==> src/design/fpma_ram.sv <==
// generic single-port synchronous ram with registered read
module fpma_ram #(
	parameter int W  = 8,
	parameter int D  = 16,
	parameter int AW = $clog2(D)
) (
	input  logic          clk,
	input  logic          we,
	input  logic [AW-1:0] addr,
	input  logic [W-1:0]  wdata,
	output logic [W-1:0]  rdata
);

	logic [W-1:0] mem [D];

	always_ff @(posedge clk) begin
		if (we) begin
			mem[addr] <= wdata;
		end
		rdata <= mem[addr];
	end

endmodule

==> config.mk <==
export PLATFORM = sky130hd
export DESIGN_NAME = fpma_ram
export DESIGN_NICKNAME = d
export VERILOG_FILES = /design/src/design/fpma_ram.sv
export SDC_FILE = /design/constraint.sdc
export NUM_CORES = 1
export LEC_CHECK = 0
export ABC_AREA = 1
export BUFFER_PORTS_ARGS = -buffer_cell sky130_fd_sc_hd__buf_2
export CORE_ASPECT_RATIO = 0.8
export CORE_MARGIN = 1.5
export CORE_UTILIZATION = 40
export CTS_CLUSTER_SIZE = 14
export DETAILED_ROUTE_END_ITERATION = 10
export GPL_TIMING_DRIVEN = 0
export MAX_ROUTING_LAYER = met4
export PLACE_DENSITY = 0.69
export SYNTH_ARGS = -nofsm -noshare
export SYNTH_HDL_FRONTEND = slang
export SYNTH_SLANG_ARGS = --single-unit
==> constraint.sdc <==
create_clock -name clk -period 1.42 [get_ports clk]
set_input_delay 0.071 -clock clk [delete_from_list [all_inputs] [get_ports clk]]
set_output_delay 0.071 -clock clk [all_outputs]
set_load 0.01 [all_outputs]
Word-level counts from Yosys, hierarchy flattened
Memories as Yosys holds them, arrays and structs flattened. A register that Yosys moved wholly into a read port is not among the register bits.
Cells that the tools add are included.
- output and inout port bits: 8
- bits in registers: 0
- input port bits: 14
- logic and storage cells: 3
- latch bits: 0
- bits in writable memories: 128
- bits in read-only memories: 0
- memories kept: 1
- memory list (name ; depth ; width ; rd ports ; clocked after Yosys merged registers in ; write ports ; RTL line ; text):
    mem ; 16 ; 8 ; 1 ; 1 ; 1 ; 14 ; logic [W-1:0] mem [D];
- bitwise operators: 0
- mux-type cells: 2
- shift-type cells: 0
- eq/ne operators: 0
- reduce and logical (&&, ||, !) cells: 0
- $lt $le $gt $ge: 0
- divide/modulo/power cells: 0
- $mul: 0
- add/sub/neg operators: 0
- operator list (cell ; number):
    1-bit 2-to-1 mux ; 2

Depth between registers and ports, before layout
- word-level depth: 2
- gate-level depth with buffers: 11

Worst setup path before layout
OpenSTA, ideal clock, no wires.
- path kind: in2reg
- start point: in addr[1]
- end point: mem mem[3][0], enable pin
- setup time: 0.370 ns
- buffers on the path: 2
- stages: 4
- slack: -0.028 ns
- data arrival time: 1.078 ns
- required time: 1.050 ns
- cell sequence: buf_2 > clkbuf_1 > nand3_1 > nor2_1
- RTL lines (element ; RTL line ; text):
    from (decl) ; 9 ; input logic [AW-1:0] addr,
    to (decl) ; 14 ;
Straight into the memory's write port.

Worst setup path after layout
- start point: in addr[1]
- end point: mem mem[3][0], enable pin
Straight into the memory's write port.

==> results_dict.tcl <==
set metrics [dict create \
    grt_max_degree 17 \
    dieArea_mm2 0.0147 \
    synth_area_mm2 0.00559 \
    dr_total_vias 3731 \
    grt_setup_unrepaired "true" \
    synth_top_area_share_pct 68.7 \
    synth.distinct_cells 11 \
    cts_buffer_depth 2 \
    mostFrequentLayoutCell "nand2_1" \
    max_freq_mhz 664 \
    insertion_delay_ps 420 \
    gp_congestion 0.861 \
    coreArea_mm2 0.0136 \
    synth_area_leader_cell "edfxtp_1" \
    cts_made_buffers 17 \
    drtIter0Drc 457 \
    worst_ep_arrival_time_ps 1550 \
    portBuffers 20 \
    use_met3_pct 4.70 \
    fin_skew_ps 6.16 \
    peakVddDrop_mv 0.944 \
    cts_tree "yes" \
    worst_pin_slew_ps 530 \
    grt_pass1_vias 3664 \
    h-tree-depth 4 \
    initial_core_util_pct 41.1 \
    finalSetupViolations 24 \
    syn_nets 562 \
    die_w_um 135 \
    violations "negative setup slack" \
    clock-sinks 136 \
    antenna_found_initial 0 \
    clk_pin_slew_ps 60 \
    netlist_instances 548 \
    startpoint_type "primary input" \
    crit_type "in -> reg" \
    drt_pass1_iterations 5 \
    hpwlAfterDp_um 7950 \
    yosys_warnings 0 \
    grt_util_met2_pct 27.5 \
    cpLargestDelayFamily "simple AND/OR/NAND/NOR gates" \
    ys_ff_latch 136 \
    grt_pass1_wl_um 19300 \
    drc 0 \
    setup_ws_ps -85.0 \
    areaGrowthSynthToFinish_pct 17.8 \
    overflow 0 \
    top_usage_layer "met2" \
    path_max_fanout 10 \
    nNetsFinal 601 \
    cts-root-buf "clkbuf_16" \
    drive_gt1_share_pct 14.8 \
    path_cells "buf_2 > clkbuf_1 > nand3_1 > nor2_2" \
    min_path_type "in -> reg" \
    rows 38 \
    multiInputGateArea_mm2 0.00147 \
    dp_slack_ps -589 \
    powerDensity_mw_per_mm2 1420 \
    timing.final.crit_share_pct 106 \
    io_pins 22 \
    crit_slowest_cell "nor2_2" \
    die_y_um 109 \
    ctsHoldBuffers 0 \
    diodes 0 \
    yosysSeqAreaShare_pct 71.6 \
    routed_via_density 4.78 \
    ant_nets 0 \
    synthTopCellsByArea "edfxtp_1 (69%), nand2_1 (23%), dfxtp_1 (2.9%)" \
    avgSynthCellArea_um2 10.2 \
    track_usage_pct 18.6 \
    p_leak_nw 2.77 \
    routed_wl_um 12300 \
    setup-tns-final_ps -1080 \
    maxSlewHeadroom_pct 64.5 \
    hold_violations 0 \
    n_fill_cell 1225 \
    status "finished with violations" \
    cp-end-kind "flop" \
    seqCellArea_mm2 0.00400 \
    cp_data_required_time_ps 1470 \
    final_cell_mix "nand2_1 (346), edfxtp_1 (128), buf_2 (32)" \
    wire_per_inst_um 15.7 \
    grtUsageMet1_pct 25.4 \
    finalCriticalPeriod_ps 1510 \
    cap_violations 0 \
    crit_buf_inv 2 \
    cp_slowest_stage_delay_ps 530 \
    drv_slew 0 \
]
worst paths after layout:
kind / from / slack, ps / depth (start not counted) / end
max: addr[1] / -90 / 4 / mem[3][0]
min: wdata[4] / 80 / 1 / mem[10][4]
max reg2reg: mem[1][5] / 380 / 8 / rdata[5]
min reg2reg: mem[12][6] / 720 / 8 / rdata[6]
cells in the mapped netlist (all sizes together):
cell type,number
nand2,346
edfxtp,128
inv,22
buf,18
nor2,18
dfxtp,8
nand3,4
clkbuf,3
clkinv,1
state kept, by name, indices dropped and copies added, names as in the netlist:
name / count
mem: 128
rdata: 8
stage by stage:
stage               hold slack [ps]  power [mW]  instance area (um^2)  utilization [%]  std cells
CTS                            77.9        9.37                  6520             47.9        780
global placement                467        5.14                  5920             43.5        748
detailed placement              464        5.15                  5920             43.5        748
floorplan                       170        4.92                  5590                -        548
finish                         81.9        9.38                  6590             48.4        780
global route                   88.7        9.65                  6590             48.4        780
cells by family after synthesis:
group                  after synthesis  synth area share, %
buffers and inverters               44                 3.62
flip-flops                         136                 71.6
AND/OR/NAND/NOR                    368                 24.8
where the power goes:
group	switching, mW	internal [mW]
clock network	1.70	2.59
logic	0.420	0.157
registers	0.0216	4.49
total	2.14	7.24
cell type report:
class | instances | area share (%)
Clock inverter | 14 | 2.30
Timing Repair Buffer | 20 | 1.52
Clock buffer | 18 | 6.52
Multi-Input combinational cell | 368 | 22.4
Sequential cell | 136 | 60.8
Buffer | 21 | 1.77
Tap cell | 180 | 3.42
Inverter | 23 | 1.31
per-layer routing:
metal  wire length (um)  vias to the layer above
met5                  0                        -
met4                139                        0
met3                885                       12
met2               5470                      128
met1               5760                     1759
li1                   -                     1832
what timing repair did:
item / CTS / global route
resized for setup: 7 / 19
hold endpoints to repair: 0 / 0
buffers inserted: 0 / 0
pin swaps: 0 / 0
endpoints found under the setup margin: 112 / 104
cloned: 0 / 0
(Power assumes the default switching activity.)
