--- config.mk ---
export PLATFORM = sky130hd
export DESIGN_NAME = fpma_blk_tbl
export DESIGN_NICKNAME = d
export VERILOG_FILES = /design/src/design/fpma_pkg.sv /design/src/design/fpma_blk_tbl.sv
export SDC_FILE = /design/constraint.sdc
export NUM_CORES = 1
export LEC_CHECK = 0
export ABC_CLOCK_PERIOD_IN_PS = 1950
export BUFFER_PORTS_ARGS = -buffer_cell sky130_fd_sc_hd__clkbuf_2
export CAP_MARGIN = 15
export CORE_UTILIZATION = 35
export CTS_CLUSTER_DIAMETER = 120
export DETAILED_ROUTE_END_ITERATION = 8
export PLACE_DENSITY = 0.56
export SYNTH_ARGS = -nofsm -noshare
export SYNTH_HDL_FRONTEND = slang
export SYNTH_SLANG_ARGS = --single-unit
--- constraint.sdc ---
create_clock -name clk -period 1.95 [get_ports clk]
set_clock_uncertainty 0.15 [all_clocks]
set_input_delay 0.2925 -clock clk [delete_from_list [all_inputs] [get_ports clk]]
set_output_delay 0.2925 -clock clk [all_outputs]
set_load 0.01 [all_outputs]
--- src/design/fpma_pkg.sv ---
// shared types, codes and sizes of the flash page map allocator
package fpma_pkg;

	localparam int PHYS_BLOCKS       = 64;
	localparam int PAGES_PER_BLOCK   = 64;
	localparam int MAX_LOGICAL_PAGES = 4096;
	localparam int TOTAL_PAGES       = PHYS_BLOCKS * PAGES_PER_BLOCK;

	localparam int BLK_W = 6;
	localparam int PG_W  = 6;
	localparam int LPN_W = 12;
	localparam int IDX_W = BLK_W + PG_W;
	localparam int FP_W  = PG_W + 1;
	localparam int CNT_W = 7;
	localparam int LP_W  = 13;
	localparam int GC_W  = 7;

	localparam logic [CNT_W-1:0] CNT_MAX = 7'd127;

	localparam int FWD_W = 1 + BLK_W + PG_W;
	localparam int REV_W = 1 + LPN_W;

	typedef enum logic [2:0] {
		OP_LOOKUP_L2P = 3'd0,
		OP_LOOKUP_P2L = 3'd1,
		OP_SET_L2P    = 3'd2,
		OP_SET_P2L    = 3'd3,
		OP_ALLOC_PAGE = 3'd4,
		OP_NEXT_BLOCK = 3'd5,
		OP_FREE_BLOCK = 3'd6,
		OP_QUERY_BLOCK = 3'd7
	} op_t;

	typedef enum logic [2:0] {
		STS_OK         = 3'd0,
		STS_LPN_RANGE  = 3'd1,
		STS_PPN_RANGE  = 3'd2,
		STS_FRONT_FULL = 3'd3,
		STS_NO_FREE    = 3'd4,
		STS_NOT_FULL   = 3'd5,
		STS_NOT_FREE   = 3'd6,
		STS_NOT_VALID  = 3'd7
	} status_t;

	typedef enum logic [1:0] {
		BLK_FREE     = 2'd0,
		BLK_FRONTIER = 2'd1,
		BLK_FULL     = 2'd2
	} blk_state_t;

	typedef enum logic [1:0] {
		PG_FREE  = 2'd0,
		PG_LIVE  = 2'd1,
		PG_STALE = 2'd2
	} pg_state_t;

	typedef enum logic {
		CFG_LOGICAL_PAGES = 1'b0,
		CFG_GC_THRESHOLD  = 1'b1
	} cfg_idx_t;

	typedef enum logic [2:0] {
		S_CLEAR,
		S_IDLE,
		S_EXEC,
		S_SCAN,
		S_MARK_OLD,
		S_MARK_NEW,
		S_WALK,
		S_FIN
	} fsm_t;

	// one access to the per-block tables; addr is used for the read as well
	typedef struct packed {
		logic             stat_we;
		logic             cnt_we;
		logic [BLK_W-1:0] addr;
		blk_state_t       stat;
		logic [CNT_W-1:0] cnt;
	} blk_req_t;

endpackage

--- src/design/fpma_blk_tbl.sv ---
// per-block status and invalid page count tables with reset valid bits
module fpma_blk_tbl (
	input  logic                             clk,
	input  logic                             arst_n,
	input  fpma_pkg::blk_req_t               req,
	output fpma_pkg::blk_state_t             stat_rd,
	output logic [fpma_pkg::CNT_W-1:0]       cnt_rd
);
	import fpma_pkg::*;

	blk_state_t       stat_mem [PHYS_BLOCKS];
	logic [CNT_W-1:0] cnt_mem  [PHYS_BLOCKS];
	logic [PHYS_BLOCKS-1:0] stat_vld_q;
	logic [PHYS_BLOCKS-1:0] cnt_vld_q;

	blk_state_t       stat_raw_q;
	logic [CNT_W-1:0] cnt_raw_q;
	logic             stat_hit_q;
	logic             cnt_hit_q;
	logic             addr_zero_q;

	always_ff @(posedge clk) begin
		if (req.stat_we) begin
			stat_mem[req.addr] <= req.stat;
		end
		if (req.cnt_we) begin
			cnt_mem[req.addr] <= req.cnt;
		end
		stat_raw_q  <= stat_mem[req.addr];
		cnt_raw_q   <= cnt_mem[req.addr];
		addr_zero_q <= (req.addr == '0);
	end

	always_ff @(posedge clk or negedge arst_n) begin
		if (!arst_n) begin
			stat_vld_q <= '0;
			cnt_vld_q  <= '0;
			stat_hit_q <= 1'b0;
			cnt_hit_q  <= 1'b0;
		end else begin
			stat_hit_q <= stat_vld_q[req.addr];
			cnt_hit_q  <= cnt_vld_q[req.addr];
			if (req.stat_we) begin
				stat_vld_q[req.addr] <= 1'b1;
			end
			if (req.cnt_we) begin
				cnt_vld_q[req.addr] <= 1'b1;
			end
		end
	end

	// unwritten entries read as reset: block 0 is the frontier, all others free
	always_comb begin
		if (stat_hit_q) begin
			stat_rd = stat_raw_q;
		end else if (addr_zero_q) begin
			stat_rd = BLK_FRONTIER;
		end else begin
			stat_rd = BLK_FREE;
		end
		cnt_rd = cnt_hit_q ? cnt_raw_q : '0;
	end

endmodule

# Word-level counts from Yosys, hierarchy flattened
# Memories as Yosys holds them, arrays and structs flattened. A register that Yosys moved wholly into a read port is not among the register bits.
# Cells that the tools add are included.
[word_totals] regBits=131 mem_bits_rw=576 out_inout_bits=9 word_cells=26 mem_count=2
[memory_table] memory="cnt_mem" depth=64 width=7 rd=1 rd_ports_with_merged_regs=1 wr=1 line_no="fpma_blk_tbl.sv:12" source="logic [CNT_W-1:0] cnt_mem [PHYS_BLOCKS];"
[memory_table] memory="stat_mem" depth=64 width=2 rd=1 rd_ports_with_merged_regs=1 wr=1 line_no="fpma_blk_tbl.sv:11" source="blk_state_t stat_mem [PHYS_BLOCKS];"
[classes] order_cmp=2 mux=13 n_bitwise=2 reduce_logical=2
[ops] cell="OR 64 bit" count=2
[ops] cell="binary-select mux 1 bit (select 6 bit)" count=2
[ops] cell="two-way mux 1 bit" count=8
[ops] cell="< comparator 6 x 7 -> 1 bit (second input constant)" count=1
[ops] cell="two-way mux 7 bit" count=1
[ops] cell="demux 1 bit (select 6 bit)" count=1
[ops] cell="greater-or-equal comparator 6 x 1 -> 1 bit (second input constant)" count=1
[ops] cell="zero test 6 bit" count=1
[ops] cell="two-way mux 2 bit" count=1
[ops] cell="logical AND 1 bit" count=1

# Longest topological paths before layout
# Gate-level depths: netlist (run 1).
[depth] depth_word=5 mapped_depth=11

# Worst setup path after synthesis (run 1)
# Ideal clock, no wire load.
[synth_timing] kind="input to register" start="in req[11] (netlist name)" end="mem cnt_mem[14][0], enable pin" setup_ps=365 t_arrival_ps=1786 slack_ps=-351 cell_stages=7 cell_sequence="buf_6 > buf_4 > buf_2 > buf_2 > buf_2 > nand3_1 > nor2_1"
[synth_rtl] element="start: declaration" line_no="fpma_blk_tbl.sv:5" source="input fpma_pkg::blk_req_t req,"
[synth_rtl] element="end: declaration" line_no="fpma_blk_tbl.sv:12"
# No word-level cell before the write port.

==> reports/qor.csv, run 1 <==
metric;value;unit
global routing's busiest layer;met2;
Primary FF master, synth;edfxtp_1;
Num Clock Sinks;716;
Starting Density;0.355;
I/O Pins;28;
number of flops mapped to enable cells by yosys;576;
Tcrit/Tclk final;1.04;
relative slew slack;0.475;
M3 GR Usage;0.0376;
clk_lat worst skew;0.64;ns
post-route setup slack;-0.0859;ns
Antenna Violating Nets Remaining;0;
WS Path Type;flop to flop;
CTS H-tree depth;3;
Fin Setup TNS;-0.497;ns
status;finished, violations left;
routability congestion estimate;0.896;
Post-DP HPWL;59000;um
first-pass GRT wire length;130000;um
Remaining DRCs;0;
Data arrival, critical path;2.37;ns
hold_ws;0.0136;ns
CTS tree;done;
CP Capture Type;flop;
worst-margin pin slew;0.788;ns
largest cells by area after synthesis;edfxtp_1 62%, dfrtp_1 12%, a221oi_1 3.5%;
# Max-Cap Violations;0;
sequential area share after synthesis;0.738;
startpoint types;flop;
Antenna Cells;0;
Clock Tree Buf Depth;3;
dpl cells;3158;
#FFs+latches synth;716;
iteration count of the initial detailed-routing pass;6;
WL final;88800;um
Die Y;285;um
layout cell share with drive strength beyond 1;0.384;
vias in the first global route;18800;
fmax;491;MHz
final setup vio count;7;
Hold Crit Class;input port to flop;
failing checks;setup timing;
ys async rst share;0.182;
clock root buffer;clkbuf_16;
final cell count without fillers;3303;
unrepaired setup endpoints after global routing;yes;
Global Route met2 Usage;0.347;
crit path time final;2.04;ns
Yosys top cell area share;0.615;
Yosys warning count;0;
Core ar.;0.0793;mm2
total global-route track usage;0.219;
fin nets;2210;
largest net degree at the start of global routing;65;
Worst-path clk slew;0.06;ns
post-DR wirelength/cell;26.9;um
CP Max Fanout;1;
Pwr Density;971;mW/mm2
die area;0.0815;mm2
leak pwr;13.0;nW
initial antenna violation count;1;
Max Transition Viols Final;0;
area grow syn2layout;27.9;%
CP required;2.29;ns
Cell Area, Synth;0.0281;mm2
Mapped Cells;1816;
I/O Buffers;27;
routed vias/inst;5.54;
Final Hold Vio Count;0;
Mean Syn Cell Area;15.5;um2
Starting DRT DRC Count;1958;
met1 Use GR;0.304;
syn nets;1835;
row count;103;
Netlist cell types;59;
Congestion Overflow GR;0;
post-synth top area cell;edfxtp_1;
peak supply drop;0.000572;V
vias;18300;
CTS buffer count;74;
chip width;285;um
## final cells by class
class	count	area [um2]
fillers	6932	43300
clock inverters	32	332
multi-input cells	970	7510
inverters	3	13.8
clock buffers	106	2090
flip-flops and latches	716	20800
repair buffers	426	3950
well taps	1050	1310
## flip-flops by register name, summed over array words and instances, names as in the netlist
register / flops
stat_hit_q: 1
stat_raw_q: 2
stat_vld_q: 64
cnt_hit_q: 1
stat_mem: 128
cnt_mem: 448
addr_zero_q: 1
cnt_vld_q: 64
cnt_raw_q: 7
## cell families after synthesis
family                 share of synthesized area
AND/OR/NAND/NOR                           0.0775
AO/OA/AOI/OAI                              0.109
flip-flops                                 0.738
buffers and inverters                     0.0243
multiplexers                              0.0517
## where the power goes
group	internal [mW]	switching [mW]
logic	1.45	1.80
registers	17.2	0.338
clock network	8.20	6.01
total	26.8	8.15
## cell usage after synthesis (all sizes together), types with 2 or more instances
master,number
a2111oi,3
edfxtp,576
a221o,4
and3,2
a211oi,6
nand2b,5
o211ai,3
inv,3
nand4,4
mux2,39
mux2i,54
nand3,19
o32ai,2
clkbuf,48
o2bb2ai,2
or4,5
a31oi,7
o31ai,2
o22a,7
and2,15
o221ai,13
a221oi,114
dfxtp,10
o21ai,50
a222oi,2
nand2,43
a22o,8
o22ai,42
nor2b,11
or2,129
buf,80
nor3,16
dfrtp,130
nor2,180
a311oi,5
o2111ai,2
a21oi,48
a22oi,92
mux4,21
or3,5
and4,2
## placed cells by master (no fill, tap or decap), types with 12 or more instances in the layout
cell type	n
a221oi_1	75
nand2_1	38
clkbuf_2	23
and2_1	12
dfrtp_1	129
nor2_1	134
edfxtp_1	576
o21ai_1	14
clkbuf_16	76
nand3_1	13
mux4_2	21
o21ai_0	30
clkbuf_1	22
a22oi_1	91
buf_4	335
a21oi_1	39
a221oi_2	34
buf_12	62
mux2i_1	53
mux2_2	31
or2_2	129
nor2_4	27
o22ai_1	39
nor3_1	15
nor2_2	19
## critical path, cell delays in order (launching register included)
cell and delay, ns:
edfxtp_1 0.40, mux4_2 0.46, mux2i_1 0.15, buf_4 0.17, o22ai_2 0.08, a2111oi_2 0.23, buf_4 0.18, o211ai_1 0.08
## path summary, 6_finish.rpt
path	startpoint	to	slack, ns	depth (start not counted)
min in group asynchronous	arst_n	stat_vld_q[58]$_DFFE_PN0P_	0.06	2
max in group asynchronous	arst_n	cnt_vld_q[41]$_DFFE_PN0P_	0.91	3
min reg2reg	stat_vld_q[3]$_DFFE_PN0P_	stat_vld_q[3]$_DFFE_PN0P_	0.31	1
max reg2reg	cnt_mem[20][5]$_DFFE_PP_	cnt_raw_q[5]$_DFF_P_	-0.09	7
min	req[3]	cnt_mem[20][3]$_DFFE_PP_	0.01	2
max	cnt_mem[20][5]$_DFFE_PP_	cnt_raw_q[5]$_DFF_P_	-0.09	7
## layer usage
metal  vias up  part of all wire  wire length (um)
met1      9457              0.43             38300
met5         -           0.00015                13
met2       747              0.47             41500
li1       7907                 -                 -
met4         2             0.032              2850
met3       170             0.069              6120
## timing repair
| action | 4_1_cts | 5_1_grt |
|---|---|---|
| hold buffers | 1 | 0 |
| setup buffers | 5 | 2 |
| resized for setup | 53 | 26 |
| pin swaps | 20 | 18 |
| cloned | 1 | 0 |
| hold endpoints to repair | 130 | 0 |
| endpoints found under the setup margin | 42 | 20 |
## through the flow
stage	instance area, um2	utilization	worst slack [ns]	power [mW]
2_1_floorplan	28700	-	-0.276	19.3
3_3_place_gp	33100	0.418	-0.860	20.8
3_5_place_dp	33100	0.418	-0.922	20.9
4_1_cts	35800	0.452	-0.103	35.1
5_1_grt	36000	0.454	-0.173	35.9
6_report	36000	0.454	-0.0859	34.9
(Power assumes the default switching activity.)
==> inputs of run 2 (changes only) <==
--- a/config.mk
+++ b/config.mk
@@ -8,10 +8,11 @@
 export ABC_CLOCK_PERIOD_IN_PS = 1950
 export BUFFER_PORTS_ARGS = -buffer_cell sky130_fd_sc_hd__clkbuf_2
 export CAP_MARGIN = 15
-export CORE_UTILIZATION = 35
+export CORE_UTILIZATION = 27
 export CTS_CLUSTER_DIAMETER = 120
 export DETAILED_ROUTE_END_ITERATION = 8
-export PLACE_DENSITY = 0.56
+export PLACE_DENSITY = 0.47
+export SLEW_MARGIN = 40
 export SYNTH_ARGS = -nofsm -noshare
 export SYNTH_HDL_FRONTEND = slang
 export SYNTH_SLANG_ARGS = --single-unit
==> reports/qor.csv, run 2 (synthesis results as in run 1) <==
metric;value;unit;change
Die Y;325;um;+14%
Clock Tree Buf Depth;3;;unchanged
Comb pwr share;0.097;;+0.004
die area;0.105;mm2;+29%
first-pass GRT wire length;135000;um;+3.6%
Antenna Violating Nets Remaining;0;;unchanged
Tcrit/Tclk final;1.09;;+0.0492
Regs by FF count;cnt_mem x448, stat_mem x128;;
post-route setup slack;-0.182;ns;-0.0960 ns
Crit path largest cell delay;0.51;ns;+0.05 ns
CTS H-tree depth;3;;unchanged
Starting Density;0.272;;-0.0827
worst-margin pin slew;0.759;ns;-0.0293 ns
chip width;325;um;+14%
Max Transition Viols Final;0;;unchanged
# Max-Cap Violations;0;;unchanged
FF-to-FF path depth;6;;-1
R2R setup slack;-0.18;ns;-0.10 ns
area grow syn2layout;30.0;%;
worst r2r src;cnt_mem[54][4]$_DFFE_PP_;;
status;finished, violations left;;
Worst-path clk slew;0.07;ns;about the same
filler cell count;9985;;+44%
row count;118;;+15%
clock root buffer;clkbuf_16;;
routed vias/inst;5.01;;-9.5%
min-delay src;req[2];;
hold_ws;0.0191;ns;+0.00556 ns
Final Hold Vio Count;0;;unchanged
crit path time final;2.13;ns;+0.0960 ns
post-DR wirelength/cell;26.0;um;-3.3%
sequential share of power;0.498;;-0.003
Worst Hold Depth;2;;unchanged
crit path cell chain;mux4_2 > nand2_2 > a21oi_4 > a21oi_2 > nand3_2 > or4_1;;
Hold Crit Class;input port to flop;;
Clock Power Share;0.405;;-0.002
I/O Pins;28;;unchanged
CP required;2.30;ns;about the same
Data arrival, critical path;2.49;ns;+0.12 ns
Critical-path top delay cell;mux4_2;;
relative slew slack;0.493;;+0.0185
Most flops, register;cnt_mem;;
initial antenna violation count;2;;+1
multi-input logic area;0.00758;mm2;+0.92%
iteration count of the initial detailed-routing pass;5;;-1
failing checks;setup timing;;
switching part of the total;0.234;;+0.000750
Core ar.;0.103;mm2;+30%
hold path endpoint;cnt_mem[45][2]$_DFFE_PP_;;
layout cell share with drive strength beyond 1;0.389;;+0.00535
Remaining DRCs;0;;unchanged
peak supply drop;0.000684;V;+20%
Post-DP HPWL;63300;um;+7.3%
Antenna Cells;0;;unchanged
dpl cells;3473;;+10%
WS Path Type;flop to flop;;
CP Capture Type;flop;;
final setup vio count;8;;+1
Pwr Density;959;mW/mm2;-1.3%
commonest non-fill, non-tap cell in the layout;edfxtp_1;;
clk_lat worst skew;0.62;ns;-0.02 ns
Starting DRT DRC Count;1979;;+1.1%
Sw Pwr;8.20;mW;+0.67%
total global-route track usage;0.176;;-0.0423
fin nets;2217;;+0.32%
max reg flops;448;;unchanged
CTS tree;done;;
Num Clock Sinks;716;;unchanged
Internal;26.9;mW;+0.25%
CP Max Fanout;1;;unchanged
Congestion Overflow GR;0;;unchanged
most frequent cells in the layout;576 x edfxtp_1, 330 x buf_4, 132 x nor2_1;;
I/O Buffers;27;;unchanged
startpoint types;flop;;
fmax;469;MHz;-4.5%
Crit Reg-Reg Endpoint;cnt_raw_q[4]$_DFF_P_;;
leak pwr;13.0;nW;+0.55%
largest net degree at the start of global routing;65;;unchanged
final cell count without fillers;3638;;+10%
vias;18200;;-0.35%
Register Area;0.0207;mm2;about the same
WL final;94600;um;+6.5%
vias in the first global route;18500;;-1.6%
unrepaired setup endpoints after global routing;yes;;
CTS buffer count;76;;+2.7%
routability congestion estimate;0.864;;-3.6%
[run 2: cell types whose count changed in the layout (fill, tap and decap cells not counted), moves of 5 or more]
cell,previous run,this run
buf_12,62,69
a221oi_2,34,43
buf_4,335,330
a221oi_1,75,69
[run 2: final cells by class]
type                    instances  area share
multi-input cells             971       0.207
flip-flops and latches        716       0.568
clock inverters                34     0.00825
repair buffers                430       0.112
clock buffers                 104      0.0574
inverters                       3    0.000308
well taps                    1380      0.0472
[run 2: timing repair]
| item | in CTS | in global routing |
|---|---|---|
| buffers inserted | 8 | 15 |
| pin swaps | 13 | 25 |
| hold buffers | 2 | 0 |
| resized for setup | 49 | 40 |
| hold endpoints to repair | 130 | 0 |
| cloned | 0 | 3 |
| setup endpoints to repair | 22 | 32 |
[run 2: metrics by stage]
stage | total power, mW | setup WS [ns] | utilization | instance area, um2 | setup TNS, ns
after CTS | 35.2 | -0.204 | 0.350 | 36200 | -0.826
final | 35.1 | -0.182 | 0.354 | 36600 | -0.737
after global placement | 20.9 | -1.06 | 0.324 | 33400 | -303.84
after floorplan | 19.3 | -0.276 | - | 28700 | -59.46
after global routing | 36.2 | -0.227 | 0.354 | 36600 | -1.41
after detailed placement | 21.0 | -1.03 | 0.324 | 33400 | -309.22
[run 2: worst max path at each step]
stage	startpoint	end	slack (ns)	depth (start not counted)
after CTS	cnt_mem[54][4]$_DFFE_PP_	cnt_raw_q[4]$_DFF_P_	-0.20	6
after floorplan	req[11]	cnt_mem[5][0]$_DFFE_PP_	-0.28	7
after global routing	cnt_mem[54][4]$_DFFE_PP_	cnt_raw_q[4]$_DFF_P_	-0.23	6
after global placement	req[9]	cnt_raw_q[6]$_DFF_P_	-1.06	9
final	cnt_mem[54][4]$_DFFE_PP_	cnt_raw_q[4]$_DFF_P_	-0.18	6
after detailed placement	req[9]	cnt_raw_q[6]$_DFF_P_	-1.03	9
[run 2: worst max-delay path: cells and delay by family (launching register included)]
family             cells  cell delay (ns)
DFF                    1             0.37
and+or+nand+nor        3             0.75
muxes                  1             0.51
AOI/OAI and AO/OA      2             0.22
[run 2: per-layer routing]
layer,up-vias,wire [um],track usage
li1,7919,-,-
met1,9448,41900,0.247
met2,707,44000,0.278
met3,141,6210,0.0348
met4,4,2480,0.0478
met5,-,23,0
[run 2: power by group through the flow]
stage / logic, mW / registers [mW] / clock network (mW)
2_1_floorplan: 1.61 / 17.6 / 0
3_3_place_gp: 3.19 / 17.8 / 0
3_5_place_dp: 3.22 / 17.8 / 0
4_1_cts: 3.32 / 17.5 / 14.5
5_1_grt: 3.60 / 17.5 / 15.0
6_report: 3.40 / 17.5 / 14.2
